`config.mk`:
```
export PLATFORM = sky130hd
export DESIGN_NAME = csv_field_selector_top
export DESIGN_NICKNAME = d
export VERILOG_FILES = /design/src/hdl/cfs_pkg.sv /design/src/hdl/cfs_front.sv /design/src/hdl/cfs_queue.sv /design/src/hdl/cfs_back.sv /design/src/hdl/csv_field_selector_top.sv
export SDC_FILE = /design/constraint.sdc
export NUM_CORES = 1
export LEC_CHECK = 0
export ABC_AREA = 1
export BUFFER_PORTS_ARGS = -buffer_cell sky130_fd_sc_hd__buf_4
export CAP_MARGIN = 0
export CORE_AREA = 3 3 162 180
export CTS_CLUSTER_DIAMETER = 30
export DETAILED_ROUTE_END_ITERATION = 8
export DIE_AREA = 0 0 165 183
export MAX_ROUTING_LAYER = met4
export PLACE_DENSITY_LB_ADDON = 0.15
export SYNTH_ARGS = -nofsm -noshare
export SYNTH_HDL_FRONTEND = slang
export SYNTH_SLANG_ARGS = --single-unit
```
`constraint.sdc`:
```
create_clock -name i_clk -period 4.1 [get_ports i_clk]
set_input_delay 0.82 -clock i_clk [delete_from_list [all_inputs] [get_ports i_clk]]
set_output_delay 0.82 -clock i_clk [all_outputs]
set_load 0.01 [all_outputs]
```
`src/hdl/cfs_pkg.sv`:
```
`timescale 1ns / 1ps

package cfs_pkg;

    localparam int MAX_FIELDS  = 64;
    localparam int MASK_W      = 64;
    localparam int POS_W       = 7;
    localparam int SLOT_W      = 6;
    localparam int QUEUE_DEPTH = 4;
    localparam int QUEUE_AW    = $clog2(QUEUE_DEPTH);

    localparam logic [7:0] NEWLINE_BYTE = 8'h0A;

    localparam logic [7:0]        DELIMITER_RST    = 8'd44;
    localparam logic [15:0]       HEADER_LINES_RST = 16'd0;
    localparam logic [MASK_W-1:0] FIELD_MASK_RST   = 64'd1;

    localparam logic [MASK_W-1:0] USED_LIMIT =
        (MAX_FIELDS >= MASK_W) ? {MASK_W{1'b1}} : ((64'd1 << MAX_FIELDS) - 64'd1);

    typedef enum logic [1:0] {
        CFG_DELIMITER    = 2'd0,
        CFG_HEADER_LINES = 2'd1,
        CFG_FIELD_MASK   = 2'd2
    } t_cfg_index;

    typedef struct packed {
        logic [7:0] in_byte;
        logic       stream_end;
    } t_in;

    typedef struct packed {
        logic [7:0]        out_byte;
        logic              byte_valid;
        logic [SLOT_W-1:0] slot;
        logic              field_done;
        logic              record_done;
        logic              status;
    } t_out;

    typedef enum logic [2:0] {
        KIND_BYTE,
        KIND_FIELD_END,
        KIND_FIELD_REC_END,
        KIND_REC_END,
        KIND_HDR_ERR
    } t_kind;

    typedef struct packed {
        t_kind             kind;
        logic [7:0]        data;
        logic [SLOT_W-1:0] slot;
    } t_cmd;

endpackage

```
`src/hdl/cfs_front.sv`:
```
`timescale 1ns / 1ps

module cfs_front (
    input  logic                 i_clk,
    input  logic                 i_rst_n,
    input  logic                 i_cfg_we,
    input  logic [1:0]           i_cfg_index,
    input  logic [63:0]          i_cfg_data,
    input  logic                 i_accept,
    input  cfs_pkg::t_in         i_item,
    output logic                 o_push,
    output cfs_pkg::t_cmd        o_cmd
);
    import cfs_pkg::*;

    typedef enum logic [2:0] {
        M_HEADER,
        M_START,
        M_SEL,
        M_UNSEL,
        M_DISCARD
    } t_mode;

    t_mode              r_mode, n_mode;
    logic [15:0]        r_lines_left, n_lines_left;
    logic [POS_W-1:0]   r_pos, n_pos;
    logic [SLOT_W-1:0]  r_slot, n_slot;
    logic               r_open, n_open;
    logic [7:0]         r_delim;
    logic [15:0]        r_header_lines;
    logic [MASK_W-1:0]  r_mask;

    logic [MASK_W-1:0]  used_mask;
    logic               pos_in_range;
    logic               pos_selected;
    logic               fields_left;
    logic [15:0]        lines_dec;

    assign used_mask    = r_mask & USED_LIMIT;
    assign pos_in_range = (r_pos < POS_W'(MASK_W));
    assign pos_selected = pos_in_range && used_mask[r_pos[POS_W-2:0]];
    assign fields_left  = pos_in_range && (|(used_mask >> r_pos));
    assign lines_dec    = (r_lines_left != 16'd0) ? r_lines_left - 16'd1 : r_lines_left;

    always_comb begin
        n_mode       = r_mode;
        n_lines_left = r_lines_left;
        n_pos        = r_pos;
        n_slot       = r_slot;
        n_open       = r_open;
        o_push       = 1'b0;
        o_cmd.kind   = KIND_BYTE;
        o_cmd.data   = i_item.in_byte;
        o_cmd.slot   = r_slot;

        if (i_item.stream_end) begin
            if (r_mode == M_HEADER && r_lines_left != 16'd0) begin
                o_push     = 1'b1;
                o_cmd.kind = KIND_HDR_ERR;
            end else if (r_mode == M_SEL) begin
                o_push     = 1'b1;
                o_cmd.kind = KIND_FIELD_REC_END;
            end else if (r_open) begin
                o_push     = 1'b1;
                o_cmd.kind = KIND_REC_END;
            end
            n_lines_left = r_header_lines;
            n_mode       = (r_header_lines != 16'd0) ? M_HEADER : M_START;
            n_pos        = '0;
            n_slot       = '0;
            n_open       = 1'b0;
        end else if (r_mode == M_HEADER) begin
            if (i_item.in_byte == NEWLINE_BYTE) begin
                n_lines_left = lines_dec;
                if (lines_dec == 16'd0) begin
                    n_mode = M_START;
                end
            end
        end else if (i_item.in_byte == r_delim) begin
            case (r_mode)
                M_SEL: begin
                    o_push     = 1'b1;
                    o_cmd.kind = KIND_FIELD_END;
                    n_slot     = r_slot + SLOT_W'(1);
                    n_pos      = r_pos + POS_W'(1);
                    n_mode     = M_START;
                end
                M_UNSEL: begin
                    n_pos  = r_pos + POS_W'(1);
                    n_mode = M_START;
                end
                default: begin
                end
            endcase
        end else if (i_item.in_byte == NEWLINE_BYTE) begin
            o_push     = 1'b1;
            o_cmd.kind = (r_mode == M_SEL || (r_mode == M_START && pos_selected)) ?
                         KIND_FIELD_REC_END : KIND_REC_END;
            n_mode     = M_START;
            n_pos      = '0;
            n_slot     = '0;
            n_open     = 1'b0;
        end else begin
            n_open = 1'b1;
            if (r_mode == M_START) begin
                if (!fields_left) begin
                    n_mode = M_DISCARD;
                end else if (pos_selected) begin
                    n_mode = M_SEL;
                end else begin
                    n_mode = M_UNSEL;
                end
            end
            if (n_mode == M_SEL) begin
                o_push     = 1'b1;
                o_cmd.kind = KIND_BYTE;
            end
        end

        if (!i_accept) begin
            o_push = 1'b0;
        end
    end

    always_ff @(posedge i_clk) begin
        if (!i_rst_n) begin
            r_mode         <= M_START;
            r_lines_left   <= HEADER_LINES_RST;
            r_pos          <= '0;
            r_slot         <= '0;
            r_open         <= 1'b0;
            r_delim        <= DELIMITER_RST;
            r_header_lines <= HEADER_LINES_RST;
            r_mask         <= FIELD_MASK_RST;
        end else begin
            if (i_cfg_we) begin
                case (i_cfg_index)
                    CFG_DELIMITER: begin
                        r_delim <= i_cfg_data[7:0];
                    end
                    CFG_HEADER_LINES: begin
                        r_header_lines <= i_cfg_data[15:0];
                    end
                    CFG_FIELD_MASK: begin
                        r_mask <= i_cfg_data;
                    end
                    default: begin
                    end
                endcase
            end
            if (i_cfg_we && i_cfg_index == CFG_HEADER_LINES) begin
                r_lines_left <= i_cfg_data[15:0];
                r_mode       <= (i_cfg_data[15:0] != 16'd0) ? M_HEADER : M_START;
                r_pos        <= '0;
                r_slot       <= '0;
                r_open       <= 1'b0;
            end else if (i_accept) begin
                r_mode       <= n_mode;
                r_lines_left <= n_lines_left;
                r_pos        <= n_pos;
                r_slot       <= n_slot;
                r_open       <= n_open;
            end
        end
    end

endmodule

```
`src/hdl/cfs_queue.sv`:
```
`timescale 1ns / 1ps

module cfs_queue (
    input  logic           i_clk,
    input  logic           i_rst_n,
    input  logic           i_push,
    input  cfs_pkg::t_cmd  i_cmd,
    output logic           o_full,
    input  logic           i_pop,
    output logic           o_empty,
    output cfs_pkg::t_cmd  o_cmd
);
    import cfs_pkg::*;

    t_cmd                r_mem [QUEUE_DEPTH];
    logic [QUEUE_AW-1:0] r_wr_ptr;
    logic [QUEUE_AW-1:0] r_rd_ptr;
    logic [QUEUE_AW:0]   r_count;

    assign o_full  = (r_count == (QUEUE_AW + 1)'(QUEUE_DEPTH));
    assign o_empty = (r_count == '0);
    assign o_cmd   = r_mem[r_rd_ptr];

    always_ff @(posedge i_clk) begin
        if (i_push) begin
            r_mem[r_wr_ptr] <= i_cmd;
        end
    end

    always_ff @(posedge i_clk) begin
        if (!i_rst_n) begin
            r_wr_ptr <= '0;
            r_rd_ptr <= '0;
            r_count  <= '0;
        end else begin
            if (i_push) begin
                r_wr_ptr <= r_wr_ptr + QUEUE_AW'(1);
            end
            if (i_pop) begin
                r_rd_ptr <= r_rd_ptr + QUEUE_AW'(1);
            end
            if (i_push && !i_pop) begin
                r_count <= r_count + (QUEUE_AW + 1)'(1);
            end else if (!i_push && i_pop) begin
                r_count <= r_count - (QUEUE_AW + 1)'(1);
            end
        end
    end

endmodule

```
`src/hdl/cfs_back.sv`:
```
`timescale 1ns / 1ps

module cfs_back (
    input  logic           i_clk,
    input  logic           i_rst_n,
    input  logic           i_empty,
    input  cfs_pkg::t_cmd  i_cmd,
    output logic           o_pop,
    output logic           o_out_valid,
    output cfs_pkg::t_out  o_out_data,
    input  logic           i_out_stall
);
    import cfs_pkg::*;

    logic r_valid;
    t_out r_data;
    t_out n_data;

    assign o_pop       = !i_empty && (!r_valid || !i_out_stall);
    assign o_out_valid = r_valid;
    assign o_out_data  = r_data;

    always_comb begin
        n_data = '0;
        case (i_cmd.kind)
            KIND_BYTE: begin
                n_data.out_byte   = i_cmd.data;
                n_data.byte_valid = 1'b1;
                n_data.slot       = i_cmd.slot;
            end
            KIND_FIELD_END: begin
                n_data.slot       = i_cmd.slot;
                n_data.field_done = 1'b1;
            end
            KIND_FIELD_REC_END: begin
                n_data.slot        = i_cmd.slot;
                n_data.field_done  = 1'b1;
                n_data.record_done = 1'b1;
            end
            KIND_REC_END: begin
                n_data.record_done = 1'b1;
            end
            KIND_HDR_ERR: begin
                n_data.status = 1'b1;
            end
            default: begin
            end
        endcase
    end

    always_ff @(posedge i_clk) begin
        if (o_pop) begin
            r_data <= n_data;
        end
    end

    always_ff @(posedge i_clk) begin
        if (!i_rst_n) begin
            r_valid <= 1'b0;
        end else if (o_pop) begin
            r_valid <= 1'b1;
        end else if (!i_out_stall) begin
            r_valid <= 1'b0;
        end
    end

endmodule

```
`src/hdl/csv_field_selector_top.sv`:
```
`timescale 1ns / 1ps

// Selects fields from a delimited text stream at one byte per clock. A parser
// stage classifies each accepted byte and, when it yields a result, pushes it
// into a four-entry queue; an output register drains that queue, so input and
// output stall independently and a byte that yields no result waits only while
// the queue is full. A result is written into the queue and then into the
// output register before output valid rises. The input stalls only while the
// queue is full. The configuration port is always ready and a write is seen
// by the next byte; writing header_lines restarts the parser as at reset.

module csv_field_selector_top (
    input  logic           i_clk,
    input  logic           i_rst_n,
    input  logic           i_cfg_valid,
    output logic           o_cfg_ready,
    input  logic [1:0]     i_cfg_index,
    input  logic [63:0]    i_cfg_data,
    input  logic           i_in_valid,
    output logic           o_in_stall,
    input  cfs_pkg::t_in   i_in_data,
    output logic           o_out_valid,
    input  logic           i_out_stall,
    output cfs_pkg::t_out  o_out_data
);
    import cfs_pkg::*;

    logic  queue_full;
    logic  queue_empty;
    logic  push;
    logic  pop;
    logic  accept;
    t_cmd  front_cmd;
    t_cmd  queue_cmd;

    assign o_cfg_ready = 1'b1;
    assign o_in_stall  = queue_full;
    assign accept      = i_in_valid && !queue_full;

    cfs_front u_front (
        .i_clk       (i_clk),
        .i_rst_n     (i_rst_n),
        .i_cfg_we    (i_cfg_valid && o_cfg_ready),
        .i_cfg_index (i_cfg_index),
        .i_cfg_data  (i_cfg_data),
        .i_accept    (accept),
        .i_item      (i_in_data),
        .o_push      (push),
        .o_cmd       (front_cmd)
    );

    cfs_queue u_queue (
        .i_clk   (i_clk),
        .i_rst_n (i_rst_n),
        .i_push  (push),
        .i_cmd   (front_cmd),
        .o_full  (queue_full),
        .i_pop   (pop),
        .o_empty (queue_empty),
        .o_cmd   (queue_cmd)
    );

    cfs_back u_back (
        .i_clk       (i_clk),
        .i_rst_n     (i_rst_n),
        .i_empty     (queue_empty),
        .i_cmd       (queue_cmd),
        .o_pop       (pop),
        .o_out_valid (o_out_valid),
        .o_out_data  (o_out_data),
        .i_out_stall (i_out_stall)
    );

`ifndef SYNTHESIS
    a_status_alone: assert property (@(posedge i_clk) disable iff (!i_rst_n)
        (o_out_valid && o_out_data.status) |->
        (!o_out_data.byte_valid && !o_out_data.field_done && !o_out_data.record_done))
        else $error("header error result carries other flags");

    a_byte_not_end: assert property (@(posedge i_clk) disable iff (!i_rst_n)
        (o_out_valid && o_out_data.byte_valid) |->
        (!o_out_data.field_done && !o_out_data.record_done))
        else $error("content byte flagged as field or record end");

    a_slot_zero: assert property (@(posedge i_clk) disable iff (!i_rst_n)
        (o_out_valid && !o_out_data.byte_valid && !o_out_data.field_done) |->
        (o_out_data.slot == '0 && o_out_data.out_byte == '0))
        else $error("slot or byte set on a result without field content");

    a_no_push_when_full: assert property (@(posedge i_clk) disable iff (!i_rst_n)
        (queue_full && !pop) |-> !push)
        else $error("queue overflow");
`endif

endmodule
```
Yosys cells after proc, flatten, opt, wreduce, memory -nomap -nowiden. Memory sizes are Yosys's and may differ from the RTL's. A register that Yosys moved wholly into a read port is not among the register bits. Cells that the tools add are included.

Add/sub/neg operators: 7. Multiply operators: 0. Divide/modulo/power cells: 0. Order comparisons: 2. Eq/ne operators: 21. Shifts and indexed selects: 1. Mux-type cells: 71. Bitwise gates (word level): 1. Reductions and logical operators: 44.

Operators by type and width (number): two-way mux 16 bit (6); two-way mux 3 bit (23); OR reduction 64 bit (1); right shift 64 x 7 -> 64 bit (1); nonzero test 16 bit (3); two-way mux 7 bit (5); two-way mux 6 bit (5); two-way mux 1 bit (28); zero test 16 bit (1); subtractor 16 x 1 -> 16 bit, second input constant (1); == test 3 x 2 -> 1 bit, second input constant (5); AND reduction 4 bit (3); logical AND 1 bit (9); zero test 3 bit (3); nonzero test 3 bit (3); == test 8 x 4 -> 1 bit, second input constant (1); == test 8 bit (1); inequality test 4 bit, second input constant (2); OR reduction 2 bit (4); adder 7 x 1 -> 7 bit, second input constant (1); less-than comparator 6 x 7 -> 1 bit, second input constant (1); less-than comparator 7 bit, second input constant (1); adder 6 x 1 -> 6 bit, second input constant (1); binary-select mux 1 bit (select 6 bit) (1); other kinds (21) (37).

Register bits after elaboration: 147. Bits in latches: 0. Memory bits (writable): 68. ROM bits: 0. Bits of input ports: 80. Output and inout bits: 21. Word-level logic and storage cells: 166. Memories kept: 1.

Memories: u_queue.r_mem (depth 4, bits a word 17, rd ports 1, clocked after memory_dff 1, write ports 1, RTL line cfs_queue.sv:15) `t_cmd r_mem [QUEUE_DEPTH];`.

Longest topological paths before layout. Gate-level depths: netlist of the first run.

Depth in word-level cells: 21. Depth in mapped cells: 25. Depth with buffers taken out: 23.

By module. From an unflattened synthesis of the first run, not the netlist that was laid out.

Cells, all modules: 2018. Area, all modules: 13536.7 um^2.

By module, submodules not included: cfs_front (times used 1, cells each 1730, area an instance 9744.3 um^2, sequential area each 2422.3 um^2); cfs_queue (times used 1, cells each 222, area an instance 3024.2 um^2, sequential area each 2222.1 um^2); cfs_back (times used 1, cells each 62, area an instance 747.0 um^2, sequential area each 560.5 um^2); csv_field_selector_top (times used 1, cells each 4, area an instance 21.3 um^2, sequential area each 0.0 um^2).

Least setup slack after synthesis of the first run. No wires, ideal clock.

Path type: input to register. Start: input port i_in_data[5] (netlist name). End: register u_queue.r_count[2]. Library setup time: 122 ps. Arrival time: 2996 ps. Data required time: 3978 ps. Path slack: 982 ps. Stages: 17. Path buffers: 0. Cells stage by stage: xor2_1 > nor4_1 > nand2_1 > inv_1 > nor2_1 > nand2_1 > inv_1 > nand2_1 > nand2_1 > inv_1 > ha_1 > inv_1 > fa_1 > a21oi_1 > o21ai_0 > o21ai_0 > a21oi_1.

Word-level cells in the longest chain between the ends: 9. Elaborated cells on any way between the ends: 12. Those cells by class: eq/ne: 2; mux: 6; reduce/logical: 4.

RTL lines: from (decl) (RTL line csv_field_selector_top.sv:21) `input cfs_pkg::t_in i_in_data,`; == test 8 x 4 -> 1 bit (RTL line cfs_front.sv:95) `end else if (i_item.in_byte == NEWLINE_BYTE) begin`; two-way mux 1 bit (RTL line cfs_front.sv:95); two-way mux 1 bit * (RTL line cfs_front.sv:79) `end else if (i_item.in_byte == r_delim) begin`; two-way mux 1 bit * (RTL line cfs_front.sv:72) `end else if (r_mode == M_HEADER) begin`; two-way mux 1 bit * (RTL line cfs_front.sv:56) `if (i_item.stream_end) begin`; two-way mux 1 bit * (RTL line cfs_front.sv:120) `if (!i_accept) begin`; net push (RTL line csv_field_selector_top.sv:30) `logic push;`; zero test 1 bit (RTL line cfs_queue.sv:44) `end else if (!i_push && i_pop) begin`; logical AND 1 bit (RTL line cfs_queue.sv:44); nonzero test 2 bit (no line); to (signal assigned) (RTL line cfs_queue.sv:43) `r_count <= r_count + (QUEUE_AW + 1)'(1);`; to (signal assigned) (RTL line cfs_queue.sv:45) `r_count <= r_count - (QUEUE_AW + 1)'(1);`; to (decl) (RTL line cfs_queue.sv:18) `logic [QUEUE_AW:0] r_count;`.

Mark *: on every way through the listed nets, which the timed path passes. The rest lies on a longest branch. A chain may end at the register's enable or synchronous reset.

Worst setup path in the final report of the first run.
Start: register u_front.r_pos[0]. End: register u_queue.r_count[2].

Word-level cells in the longest chain between the ends: 20. Elaborated cells on any way between the ends: 26. Those cells by class: order compare: 1; eq/ne: 1; shift: 1; mux: 16; reduce/logical: 7.

RTL lines: from (decl) (RTL line cfs_front.sv:26) `logic [POS_W-1:0] r_pos, n_pos;`; from (signal assigned) (RTL line cfs_front.sv:160) `r_pos <= n_pos;`; parallel branches: the longest is 4 deep, another holds right shift 64 x 7 -> 64 bit; two-way mux 3 bit * (RTL line cfs_front.sv:106) `if (!fields_left) begin`; two-way mux 3 bit * (RTL line cfs_front.sv:105) `if (r_mode == M_START) begin`; two-way mux 3 bit * (RTL line cfs_front.sv:95); two-way mux 3 bit * (RTL line cfs_front.sv:79); two-way mux 3 bit * (RTL line cfs_front.sv:72); two-way mux 3 bit * (RTL line cfs_front.sv:56); == test 3 x 2 -> 1 bit * (RTL line cfs_front.sv:114) `if (n_mode == M_SEL) begin`; [... 2 more ...]; two-way mux 1 bit * (RTL line cfs_front.sv:79); two-way mux 1 bit * (RTL line cfs_front.sv:72); two-way mux 1 bit * (RTL line cfs_front.sv:56); two-way mux 1 bit * (RTL line cfs_front.sv:120); net push (RTL line csv_field_selector_top.sv:30); zero test 1 bit (RTL line cfs_queue.sv:44); logical AND 1 bit (RTL line cfs_queue.sv:44); nonzero test 2 bit (no line).

Mark *: on every way through the listed nets, which the timed path passes. The select of a mux whose other input is x is not followed.

==> flow_results.org, run 1 <==
** Outcome
- The run finished with clean final reports.

** Route
- Via count :: between 10k and 15k
- The detailed router used layers up to and including met4.
- DRT Wirelength :: approximately 33000 um
- In the final routing, the length of wire on met1 measures about 14000 um.
- First-pass DRT Iterations :: 5
- For this run, design rule violations remaining after detail routing come to 0.
- The detailed router finished its first iteration with 721 violations.
- Routed length on met2 :: 16100 um
- Routed length on met3 :: 1640 um
- Dividing the detail-routed via count by the number of cells gives 5.30.
- Detailed-route wire length per cell :: roughly 15 um
- Antenna Nets Post-Route :: 0

** Clocking
- TritonCTS clock tree :: built
- Number of clock buffers inserted by TritonCTS :: 50
- Buffers added to address setup during post-CTS repair amount to 0.
- Clock latency reported for the late side of the worst-skew pair :: approximately 0.54 ns
- Buffers inserted to repair hold after CTS numbered 0.
- Counting along the longest clock path gives a buffer depth of 3.
- Gates resized, CTS repair :: 0
- In this run the clock root is driven by a clkbuf_16.
- Number of clock sinks :: approximately 220
- H-Tree Level Count :: 2
- Clock-pin slew was measured on the worst setup and hold paths at ~0.040 ns.

** Critical path
- The worst setup path is launched from a flop.
- Chain of cells forming the critical path :: inv_2 -> buf_12 -> nand2_1 -> nand3_1 -> nand3_1 -> nand2_1 -> nand2_1 -> nand3_1 -> nand2_1 -> o31ai_2 -> a21oi_1 -> nand2_1 -> nand2_1 -> inv_1 -> ha_1 -> inv_1 -> fa_1 -> a21oi_1 -> o21ai_0 -> o21ai_0 -> a21oi_1
- The cell family contributing the most delay on the critical path is simple AND/OR/NAND/NOR gates.
- Critical path's most frequent cell :: nand2_1
- Required arrival time at the worst endpoint :: 4.51 ns
- Highest net fanout along the worst path :: 66
- Together, buffers and inverters on the worst path number 4.
- The critical path is of the reg2reg type.
- Kind of end point of the critical path :: flop
- Data arrives at the worst endpoint at 4.02 ns.
- Max stage delay on crit path :: around 0.49 ns
- Among all stages on the critical path, the largest delay is contributed by dfxtp_2.

** Finish
- Of the cells placed in the final design, the portion with a size suffix greater than 1 is 0.126.
- Number of antenna diodes :: 0
- Compared with the post-synthesis result, the final layout area differs by 23.1%.
- Leaving out fill and tap cells, the most frequent cells in the layout are 582 x nand2_1, 263 x nand3_1, 166 x nor2_1, 128 x dfxtp_1, 124 x buf_4.
- After routing the design area is between 15000 and 20000 sq um.
- Most common cell after layout, fill and taps aside :: nand2_1
- Final net count :: ~1.9k
- Final instance count without filler cells :: roughly 2.3k

** Power and ir drop
- Leak pwr :: ~6.4 nW
- Total power density per cell area :: about 580 nW/um^2
- Worst supply voltage drop on vdd :: 575 uV

** Floorplan
- The floorplan step defined a die boundary enclosing between 30000 and 40000 sq um.
- From left edge to right edge, the die measures 165 um.
- The die is between 150 and 200 um tall.
- Site row count :: 64
- Pin placement for this block handled between 100 and 150 I/O pins.
- Starting utilization of the core area :: 0.443
- Placeable Area :: about 28000 sq um

** GRT
- Across every metal layer, demand over resource in global routing totals 0.222.
- Antenna violations before repair :: 0
- Wire length of the first global-routing pass :: between 50000 and 60000 um
- Global routing finished with a remaining overflow of 0.
- Vias in the first global route :: between 10k and 15k
- Entering global routing, the biggest net connects slightly below 80 pins.

** Synthesis
- The number of nets handed over by synthesis was ~1.9k.
- Number of synthesized flops with an enable pin :: 86
- Averaged over all synthesized cells, the footprint is between 6 and 7 sq um.
- Counting flops with an async set or reset pin after synthesis yields a share of 0.
- Counting distinct cell types in the post-synthesis netlist gives 49.
- The share of the Yosys chip area taken by registers is 0.425.
- Post-synthesis instance total :: around 1.8k
- The cell area that synthesis handed to floorplanning was between 10000 and 15000 sq um.
- Cell taking the most area after synthesis :: dfxtp_1
- Count of synthesis-stage warnings from yosys :: 0
- Synth Flop Type :: dfxtp_1
- Synthesis inferred 217 register bits.
- Ranked by total cell area, the synthesized netlist is headed by dfxtp_1 21%, edfxtp_1 21%, nand2_1 18%, nand3_1 11%, nor2_1 5.1%.
- The share of synthesized area in the top cell type comes to 0.214.

** Timing
- The worst path in the final design needs a cycle of around 3.6 ns, including I/O delays and setup.
- Final hold analysis gives a worst-case slack of 0.466 ns.
- Worst relative slew slack :: 0.332
- Number of slew-limit violations in the final report :: 0
- Layout Skew :: approximately 0.011 ns
- Based on the critical path, the design can be clocked at up to around 0.28 GHz.
- Final Hold Violating Endpoints :: 0
- Setup repair after global routing left no endpoint under its margin.
- For the pin with the worst max-slew slack, the measured transition is ~1.0 ns.
- For the final routed database, the setup TNS stands at 0 ns.
- Final Cycle Share :: 0.881
- Setup violations remaining at the end of the flow were counted as 0.

** Place
- Placed wire-length estimate after detailed placement :: roughly 23000 um
- Cell Area, Placed :: 13300 sq um
- Buffers placed on the I/O ports in this run total 99.
- Counting tap cells, the placed design contains a total of around 2.2k instances.
- Last weighted congestion value of the routability-driven placer :: 0.926

** Min path
- The min-delay analysis places its worst path in the category reg2reg.

** Run
- Max-cap violations in this run came to 0.
==> final timing paths <==
path / cells past startpoint / to / slack [ns] / from
hold / removal: 2 / u_front.r_header_lines[10]$_SDFFE_PN0P_ / 0.47 / u_front.r_header_lines[10]$_SDFFE_PN0P_
setup / recovery: 21 / u_queue.r_count[2]$_SDFFE_PN0P_ / 0.49 / u_front.r_pos[0]$_SDFFE_PP0P_
setup reg to reg: 21 / u_queue.r_count[2]$_SDFFE_PN0P_ / 0.49 / u_front.r_pos[0]$_SDFFE_PP0P_
hold reg to reg: 2 / u_front.r_header_lines[10]$_SDFFE_PN0P_ / 0.47 / u_front.r_header_lines[10]$_SDFFE_PN0P_
==> report_power, final <==
part / internal [mW] / total (mW) / leakage, nW / switching [mW]
clock network: 2.87 / 4.08 / 0.844 / 1.21
logic: 0.717 / 1.98 / 3.68 / 1.27
registers: 2.55 / 2.68 / 1.88 / 0.137
total: 6.13 / 8.75 / 6.41 / 2.61
==> flip-flops by register name, summed over array words and instances, names as in the netlist, 2 cells and up, named ones only <==
name	count
u_front.r_lines_left	16
u_queue.r_mem	68
u_front.r_mode	3
u_front.r_header_lines	16
u_front.r_delim	8
u_queue.r_wr_ptr	2
u_back.o_out_data	18
u_front.r_slot	6
u_queue.r_count	3
u_front.r_mask	64
u_queue.r_rd_ptr	2
u_front.r_pos	7
==> worst reg2reg max path: stages (launching register included) <==
cell and delay, ns:
dfxtp_2 0.49, inv_2 0.14, buf_12 0.25, nand2_1 0.17, nand3_1 0.13, nand3_1 0.13
nand2_1 0.13, nand2_1 0.07, nand3_1 0.11, nand2_1 0.10, o31ai_2 0.25, a21oi_1 0.14
nand2_1 0.10, nand2_1 0.07, inv_1 0.09, ha_1 0.14, inv_1 0.07, fa_1 0.43
a21oi_1 0.14, o21ai_0 0.11, o21ai_0 0.15, a21oi_1 0.05
==> cells in the mapped netlist, drive strengths merged (16+ instances only) <==
cell / instances
nor3: 16
nor2: 171
a21oi: 116
inv: 92
nand4: 17
edfxtp: 86
dfxtp: 131
buf: 40
nand2: 583
clkbuf: 58
nand3: 265
o21ai: 88
==> metrics by stage <==
| stage | util | power (mW) | setup WS [ns] |
|---|---|---|---|
| after floorplan | - | 4.06 | 0.982 |
| after global placement | 0.482 | 4.69 | 0.581 |
| final | 0.546 | 8.75 | 0.488 |
| after detailed placement | 0.482 | 4.70 | 0.530 |
| after CTS | 0.546 | 8.83 | 0.516 |
| after global routing | 0.546 | 9.25 | 0.140 |
==> final cells by class <==
| type | count | area (sq um) |
|---|---|---|
| clock buffers | 62 | 1350 |
| clock inverters | 30 | 409 |
| multi-input cells | 1365 | 6260 |
| inverters | 96 | 360 |
| well taps | 363 | 454 |
| flip-flops and latches | 217 | 5210 |
| repair buffers | 129 | 1030 |
| fillers | 2676 | 12600 |
==> kinds of logic after synthesis <==
kind of cell / Yosys count / share of synthesized area
other: 1 / 0.000306
AOI/OAI and AO/OA: 259 / 0.117
adders and majority gates: 9 / 0.00981
xor gates and xnor gates: 17 / 0.0122
and+or+nand+nor: 1079 / 0.372
buffers and inverters: 194 / 0.0646
DFF: 217 / 0.425
==> metal layers <==
layer  vias up  GRT usage
met5         -          -
met4         0     0.0681
met3        67     0.0323
met2       336      0.378
met1      5432      0.270
li1       6157          -
Note: power is estimated with default switching activity, not from simulation.
==> run 2: changes to the inputs <==
--- a/config.mk
+++ b/config.mk
@@ -8,10 +8,12 @@
 export ABC_AREA = 1
 export BUFFER_PORTS_ARGS = -buffer_cell sky130_fd_sc_hd__buf_4
 export CAP_MARGIN = 0
-export CORE_AREA = 3 3 162 180
+export CELL_PAD_IN_SITES_DETAIL_PLACEMENT = 0
+export CELL_PAD_IN_SITES_GLOBAL_PLACEMENT = 2
+export CORE_AREA = 3 3 185 206
 export CTS_CLUSTER_DIAMETER = 30
 export DETAILED_ROUTE_END_ITERATION = 8
-export DIE_AREA = 0 0 165 183
+export DIE_AREA = 0 0 188 209
 export MAX_ROUTING_LAYER = met4
 export PLACE_DENSITY_LB_ADDON = 0.15
 export SYNTH_ARGS = -nofsm -noshare
==> run 2 against run 1 <==
Final cell count up 6.1%. Routed wire length up 17%. Non-clock buffer count up 3. Global-route usage down 2.5 points. Register-to-register slack better by 0.09 ns. Cell area up 2.7%. Sequential power about the same. Critical path type unchanged.
==> flow_results.org, run 2 (synthesized netlist as in run 1, its figures left out) <==
** Outcome
- The flow ran to the end, and the final reports show no timing, DRC or antenna violations.

** Clocking
- Clk pin slew, worst setup/hold paths :: roughly 0.05 ns
- The number of gates resized after CTS was 0.
- Clock tree root buffer cell :: clkbuf_16
- Buffers inserted to repair hold after CTS numbered 0.
- The clock passes through at most 3 buffers.
- The H-tree was split into 2 levels.
- Number of clock buffers inserted by TritonCTS :: 55
- Clock latency reported for the late side of the worst-skew pair :: a little under 0.6 ns
- Number of clock sinks :: 217
- TritonCTS built the clock tree.
- Post-CTS timing repair inserted 0 buffers for setup.

** Critical path
- Startpoint of the most critical register-to-register path :: u_front.r_pos[0]$_SDFFE_PP0P_
- Max stage delay on crit path :: approximately 0.43 ns
- Kind of end point of the critical path :: flop
- Depth of the worst register-to-register path :: 23
- Startpoint type of the worst setup path :: flop
- Arrival time reported for the critical path endpoint :: roughly 4.0 ns
- The largest individual stage delay along the critical path comes from the cell fa_1.
- The most numerous cell type found on the critical path is nand2_1.
- Chain of cells forming the critical path :: inv_2 -> buf_12 -> nand2_1 -> nand3_1 -> nand2_1 -> nand2_1 -> nand2_1 -> nand2_1 -> nand2_1 -> nand2_1 -> nand2_1 -> o31ai_2 -> a21oi_1 -> nand2_1 -> nand2_1 -> inv_1 -> ha_1 -> inv_1 -> fa_1 -> a21oi_1 -> o21ai_0 -> o21ai_0 -> a21oi_1
- Along the worst path, the maximum fanout reaches 66.
- For the worst setup path, the data required time is 4.55 ns.
- Flop-to-flop setup slack :: about 0.57 ns
- The setup path with the least slack is of type reg2reg.
- Reg-to-reg critical path endpoint :: u_queue.r_count[2]$_SDFFE_PN0P_

** Timing
- Hold WS :: roughly 0.46 ns
- The final hold violation count was 0.
- For this run, the top clock speed supported by timing is about 0.28 GHz.
- Number of slew-limit violations in the final report :: 0
- Layout Skew :: 0.0186 ns
- Setup violations remaining at the end of the flow were counted as 0.
- Setup repair after global routing left no endpoint under its margin.
- The smallest clock period supported by the final layout is computed as around 3.5 ns.
- The worst path meets setup with roughly 0.57 ns of slack.
- Measured against its own limit, the worst slew margin works out to 0.251.
- Setup TNS after final layout :: 0 ns
- For the pin with the worst max-slew slack, the measured transition is roughly 1.1 ns.
- Final Cycle Share :: 0.860

** Finish
- The library cell used most frequently in the layout, excluding fill and tap cells, is nand2_1.
- Of the cells placed in the final design, the portion with a size suffix greater than 1 is 0.137.
- Final instance count without filler cells :: 2401
- Count of filler cells inserted in the layout :: approximately 3.8k
- u_queue.r_mem holds more flip-flops than any other register.
- Measured on the finished design, the core utilization comes to 0.429.
- 0 antenna diodes ended up in the layout.
- From synthesis to final layout, the design area changed by 26.4%.
- The register with the most flip-flops in the layout has about 70 of them.
- The final layout contains between 1.5k and 2k nets.
- Commonest cells after routing, fill and taps aside :: 582 x nand2_1, 263 x nand3_1, 166 x nor2_1, 128 x dfxtp_1, 126 x buf_4
- Post-route design area :: between 15000 and 20000 sq um

** Power and ir drop
- Summed over all cells, the static leakage comes to around 6.5 nW.
- In this run the power density over the cells is about 600 nW/um^2.
- Worst supply voltage drop on vdd :: roughly 380 uV
- The completed layout was analyzed and its total power is ~9.2 mW.

** Place
- Summing all placed instances gives a cell area of around 14000 sq um.
- During placement, the flow inserted port buffers numbering 99.
- Last weighted congestion value of the routability-driven placer :: roughly 0.83
- Timing analysis after detailed placement gives a worst setup slack of roughly 0.55 ns.
- Placed wire-length estimate after detailed placement :: approximately 27000 um
- The number of placed instances, taps included, is 2297.

** Floorplan
- After floorplanning, the core was divided into 73 placement rows.
- DIE WIDTH :: 188 um
- After floorplanning, the core was sized to cover between 30000 and 40000 sq um.
- For this configuration, the core starts out at a cell density of 0.339.
- Pin placement for this block handled roughly 100 I/O pins.
- The die covers 39300 sq um.
- Y dimension of the die :: around 210 um

** Route
- Detailed-route wire length per cell :: 15.9 um
- For this block, the via count after detailed routing is 12.0k.
- The first TritonRoute pass finished after 5 iterations.
- DRT Wirelength :: approximately 38000 um
- In the routed layout, each cell is associated on average with a via count of around 5.0.
- Once detail routing completed, the nets flagged for antenna violations numbered 0.
- The first routing iteration left ~740 violations.
- DR DRC count :: 0

** Min path
- Cell depth of the worst hold path :: 2
- Capture endpoint of the worst hold path :: u_front.r_header_lines[10]$_SDFFE_PN0P_
- In this run the worst hold path is classified as reg2reg.
- The startpoint identified for the worst hold timing path is u_front.r_header_lines[10]$_SDFFE_PN0P_.

** Run
- Max-cap violations in this run came to 0.

** GRT
- Largest net degree at the start of global routing :: 79
- Vias in the first global route :: approximately 12k
- The initial antenna violation count was 0.
- In the global route stage, overall resource usage came out at 0.196.
- Remaining Overflow, GRT :: 0
- Wire length of the first global-routing pass :: ~60000 um
-- run 2: cell types whose count changed in the layout (fill, tap and decap cells not counted), sizes merged --
cell | before | now
inv | 94 | 97
clkbuf | 62 | 58
clkinv | 18 | 28
clkinvlp | 5 | 8
buf | 129 | 132
-- run 2: layer usage --
metal,routed length (um),GRT usage
met1,17900,0.248
met2,18000,0.326
met3,1440,0.0310
met4,925,0.0582
met5,0,-
-- run 2: layout make-up --
class | count | area (sq um) | share of cell area
Clock inverter | 46 | 574 | 0.0371
Sequential cell | 217 | 5210 | 0.337
Tap cell | 487 | 609 | 0.0394
Inverter | 96 | 360 | 0.0233
Timing Repair Buffer | 132 | 1070 | 0.0689
Multi-Input combinational cell | 1365 | 6260 | 0.405
Clock buffer | 58 | 1400 | 0.0903
-- run 2: critical path: cells and delay by family (launching register included) --
family / cells / cell delay [ns]
AOI/OAI and AO/OA: 6 / 0.86
adders and majority gates: 2 / 0.56
buffers and inverters: 4 / 0.53
DFF: 1 / 0.42
and+or+nand+nor: 11 / 1.02
-- run 2: report_power, final --
part / switching [mW] / internal [mW]
Clock: 1.44 / 3.06
Combinational: 1.33 / 0.724
Sequential: 0.123 / 2.54
-- run 2: worst max-delay path by stage --
stage / start / cells after the start / to / slack [ns]
global placement: u_front.r_pos[0]$_SDFFE_PP0P_ / 23 / u_queue.r_count[2]$_SDFFE_PN0P_ / 0.57
floorplan: i_in_data[5] / 17 / u_queue.r_count[2]$_SDFFE_PN0P_ / 0.98
finish: u_front.r_pos[0]$_SDFFE_PP0P_ / 23 / u_queue.r_count[2]$_SDFFE_PN0P_ / 0.57
global route: u_front.r_pos[0]$_SDFFE_PP0P_ / 23 / u_queue.r_count[2]$_SDFFE_PN0P_ / 0.19
detailed placement: u_front.r_pos[0]$_SDFFE_PP0P_ / 23 / u_queue.r_count[2]$_SDFFE_PN0P_ / 0.55
CTS: u_front.r_pos[0]$_SDFFE_PP0P_ / 23 / u_queue.r_count[2]$_SDFFE_PN0P_ / 0.54
==> run 3: changes to the inputs <==
--- a/config.mk
+++ b/config.mk
@@ -7,7 +7,7 @@
 export LEC_CHECK = 0
 export ABC_AREA = 1
 export BUFFER_PORTS_ARGS = -buffer_cell sky130_fd_sc_hd__buf_4
-export CAP_MARGIN = 0
+export CAP_MARGIN = 10
 export CELL_PAD_IN_SITES_DETAIL_PLACEMENT = 0
 export CELL_PAD_IN_SITES_GLOBAL_PLACEMENT = 2
 export CORE_AREA = 3 3 185 206
@@ -16,6 +16,7 @@
 export DIE_AREA = 0 0 188 209
 export MAX_ROUTING_LAYER = met4
 export PLACE_DENSITY_LB_ADDON = 0.15
+export RECOVER_POWER = 25
 export SYNTH_ARGS = -nofsm -noshare
 export SYNTH_HDL_FRONTEND = slang
 export SYNTH_SLANG_ARGS = --single-unit
==> run 3 against run 2 <==
The run now ends with max-capacitance violations, max-slew violations left. Count of clock-buffer cells in the layout did not move. First-iteration DRC count grew 2.7%. Clock skew decreased by 0.00067 ns. Register-to-register slack worse by 0.02 ns. Combinational power about the same. Non-clock buffer count did not move. Via count is essentially flat. Fmax down 0.48%. Routed wire length fell by 0.28%.
==> flow_results.org, run 3 (synthesized netlist as in run 1, its figures left out) <==
** GRT
- Across every metal layer, demand over resource in global routing totals 0.196.
- The first global-routing pass estimated slightly above 60000 um of wire.
- In the global route stage, met1 resource usage came out at 0.248.
- M3 GR Usage :: 0.0310
- For met2 alone, demand over resource in global routing was 0.326.
- Entering global routing, the biggest net connects 79 pins.
- Remaining Overflow, GRT :: 0
- The initial antenna violation count was 0.
- met2 is the most crowded layer.
- Vias in the first global route :: approximately 12k

** Outcome
- The flow ran to the end, but the final reports show violations.
- The checks that failed: max-capacitance violations, max-slew violations.

** Clocking
- TritonCTS built the clock tree.
- Maximum number of buffers from clock root to sink :: 3
- The clock tree synthesis step divided the H-tree into 2 levels.
- Gates resized, CTS repair :: 0
- In this run, CTS created clock tree buffers numbering 55.
- In this run the post-CTS setup repair buffer count came out at 0.
- In this run, post-CTS hold repair placed 0 buffers.
- Number of clock sinks :: 217
- Clock latency reported for the late side of the worst-skew pair :: around 0.57 ns
- Clk pin slew, worst setup/hold paths :: ~0.050 ns
- Clock tree root buffer cell :: clkbuf_16

** Power and ir drop
- Sequential power share :: 0.290
- Of the total power, the share spent switching nets is 0.313.
- The completed layout was analyzed and its total power is 9.21 mW.
- Net switching power :: 2.88 mW
- Internal power comes to 6.33 mW.
- The share of total power dissipated in combinational logic is 0.222.
- Share of total power in the clock network :: 0.488
- The worst-case IR drop observed on VDD is between 300 and 400 uV.
- The analysis attributes to cell leakage a power of between 6 and 7 nW.
- Total power density per cell area :: around 600 nW/um^2

** Timing
- Setup TNS after final layout :: 0 ns
- Across the routed clock network, the largest skew measured is around 0.018 ns.
- Total setup violations reported at the end of the flow :: 0
- RSZ-0062 raised after global routing :: false
- Peak Freq :: between 0.2 and 0.3 GHz
- Transition time at the pin with the least slew margin :: about 3.1 ns
- Final Cycle Share :: 0.864
- Worst Setup Slack, final :: between 0.5 and 0.6 ns
- Worst relative slew slack :: -1.05
- Number of slew-limit violations in the final report :: 217
- Minimum clock period :: between 3 and 4 ns
- Final Hold Violating Endpoints :: 0

** Floorplan
- Y dimension of the die :: approximately 210 um
- DIE WIDTH :: between 150 and 200 um
- Placeable Area :: 36100 sq um
- The die covers approximately 39000 sq um.
- During I/O placement, the number of pins put on the boundary was between 100 and 150.
- For this configuration, the core starts out at a cell density of 0.339.
- Site row count :: 73

** Place
- Last weighted congestion value of the routability-driven placer :: 0.833
- The wire-length estimate of the detail-placed layout is approximately 27000 um.
- OpenSTA, run right after detailed placement, puts the worst setup slack at approximately 0.55 ns.
- Count of buffers inserted at the top-level ports :: between 90 and 100
- Placed Cells incl. Taps :: between 2k and 2.5k

** Finish
- Core utilization of the finished layout :: 0.427
- The register with the most flip-flops in the layout has between 60 and 70 of them.
- The area growth from synthesis to layout is 25.9%.
- Proportion of layout cells with a drive suffix above 1 :: 0.130
- Final instance count without filler cells :: about 2.4k
- Final net count :: around 2.0k
- 0 antenna diodes ended up in the layout.
- Most flops, register :: u_queue.r_mem
- The top cell types in the final layout, fill and taps aside, are 582 x nand2_1, 264 x nand3_1, 166 x nor2_1, 128 x dfxtp_1, 116 x a21oi_1.
- Most common cell after layout, fill and taps aside :: nand2_1

** Run
- Across the run, the number of max-cap violations was 4.

** Route
- In the routed layout, each cell is associated on average with a via count of 5.00.
- Via count :: roughly 12k
- DRT Wirelength :: roughly 38000 um
- Initial DRC Count :: 761
- After detailed routing, the average wire length per cell comes to approximately 16 um.
- Antenna Nets Post-Route :: 0
- For this run, design rule violations remaining after detail routing come to 0.
- Before antenna repair, the detailed router went through 5 iterations.

** Critical path
- Highest net fanout along the worst path :: 66
- The worst setup path is of the reg2reg kind.
- STA classifies the critical path startpoint as a flop.
- Arrival time reported for the critical path endpoint :: approximately 4.0 ns
- In this run the register-to-register setup slack is 0.56 ns.
- Required arrival time at the worst endpoint :: roughly 4.6 ns
- Kind of end point of the critical path :: flop

** Min path
- Classification of the worst-slack hold path :: reg2reg
-- run 3: final timing paths --
kind | endpoint | cells after the start | from
setup reg to reg | u_queue.r_count[2]$_SDFFE_PN0P_ | 22 | u_front.r_pos[0]$_SDFFE_PP0P_
hold reg to reg | u_front.r_header_lines[10]$_SDFFE_PN0P_ | 2 | u_front.r_header_lines[10]$_SDFFE_PN0P_
setup / recovery | u_queue.r_count[2]$_SDFFE_PN0P_ | 22 | u_front.r_pos[0]$_SDFFE_PP0P_
hold / removal | u_front.r_header_lines[10]$_SDFFE_PN0P_ | 2 | u_front.r_header_lines[10]$_SDFFE_PN0P_
-- run 3: metrics by stage --
stage | area, sq um | hold WS, ns
after floorplan | 12200 | 0.429
after global placement | 13500 | 0.444
after detailed placement | 13500 | 0.458
after CTS | 15500 | 0.448
after global routing | 15400 | 0.474
final | 15400 | 0.462
-- run 3: cell type report --
class | instances | area, sq um
inverter | 96 | 360
timing repair buffer | 132 | 1010
clock buffer | 58 | 1400
clock inverter | 46 | 574
multi-input combinational | 1365 | 6260
tap | 487 | 609
fill | 3866 | 20700
sequential | 217 | 5210
-- run 3: worst max-delay path, cell delays in order (launching register included) --
cell and delay, ns:
dfxtp_2 0.42, inv_2 0.11, buf_12 0.26, nand2_1 0.13, nand3_1 0.09, nand2_1 0.09, nand2_1 0.08, nand2_1 0.10
nand2_1 0.07, nand2_1 0.08, nand2_1 0.07, nand2_1 0.11, o31ai_2 0.25, a21oi_1 0.15, nand2_1 0.11, nand2_1 0.10
inv_1 0.08, ha_1 0.13, inv_1 0.07, fa_1 0.43, o21ai_0 0.23, o21ai_0 0.10, a21oi_1 0.18
-- run 3: power by group through the flow --
stage                     combinational, mW  clock [mW]  sequential [mW]
after detailed placement               2.09           0             2.71
after CTS                              2.10        4.56             2.67
after global placement                 2.09           0             2.70
after floorplan                        1.34           0             2.72
final                                  2.04        4.50             2.67
after global routing                   2.34        4.69             2.69
-- run 3: metal layers --
metal,part of all wire,up-vias
met2,0.47,270
li1,-,6159
met5,0,-
met3,0.043,72
met1,0.46,5499
met4,0.025,0
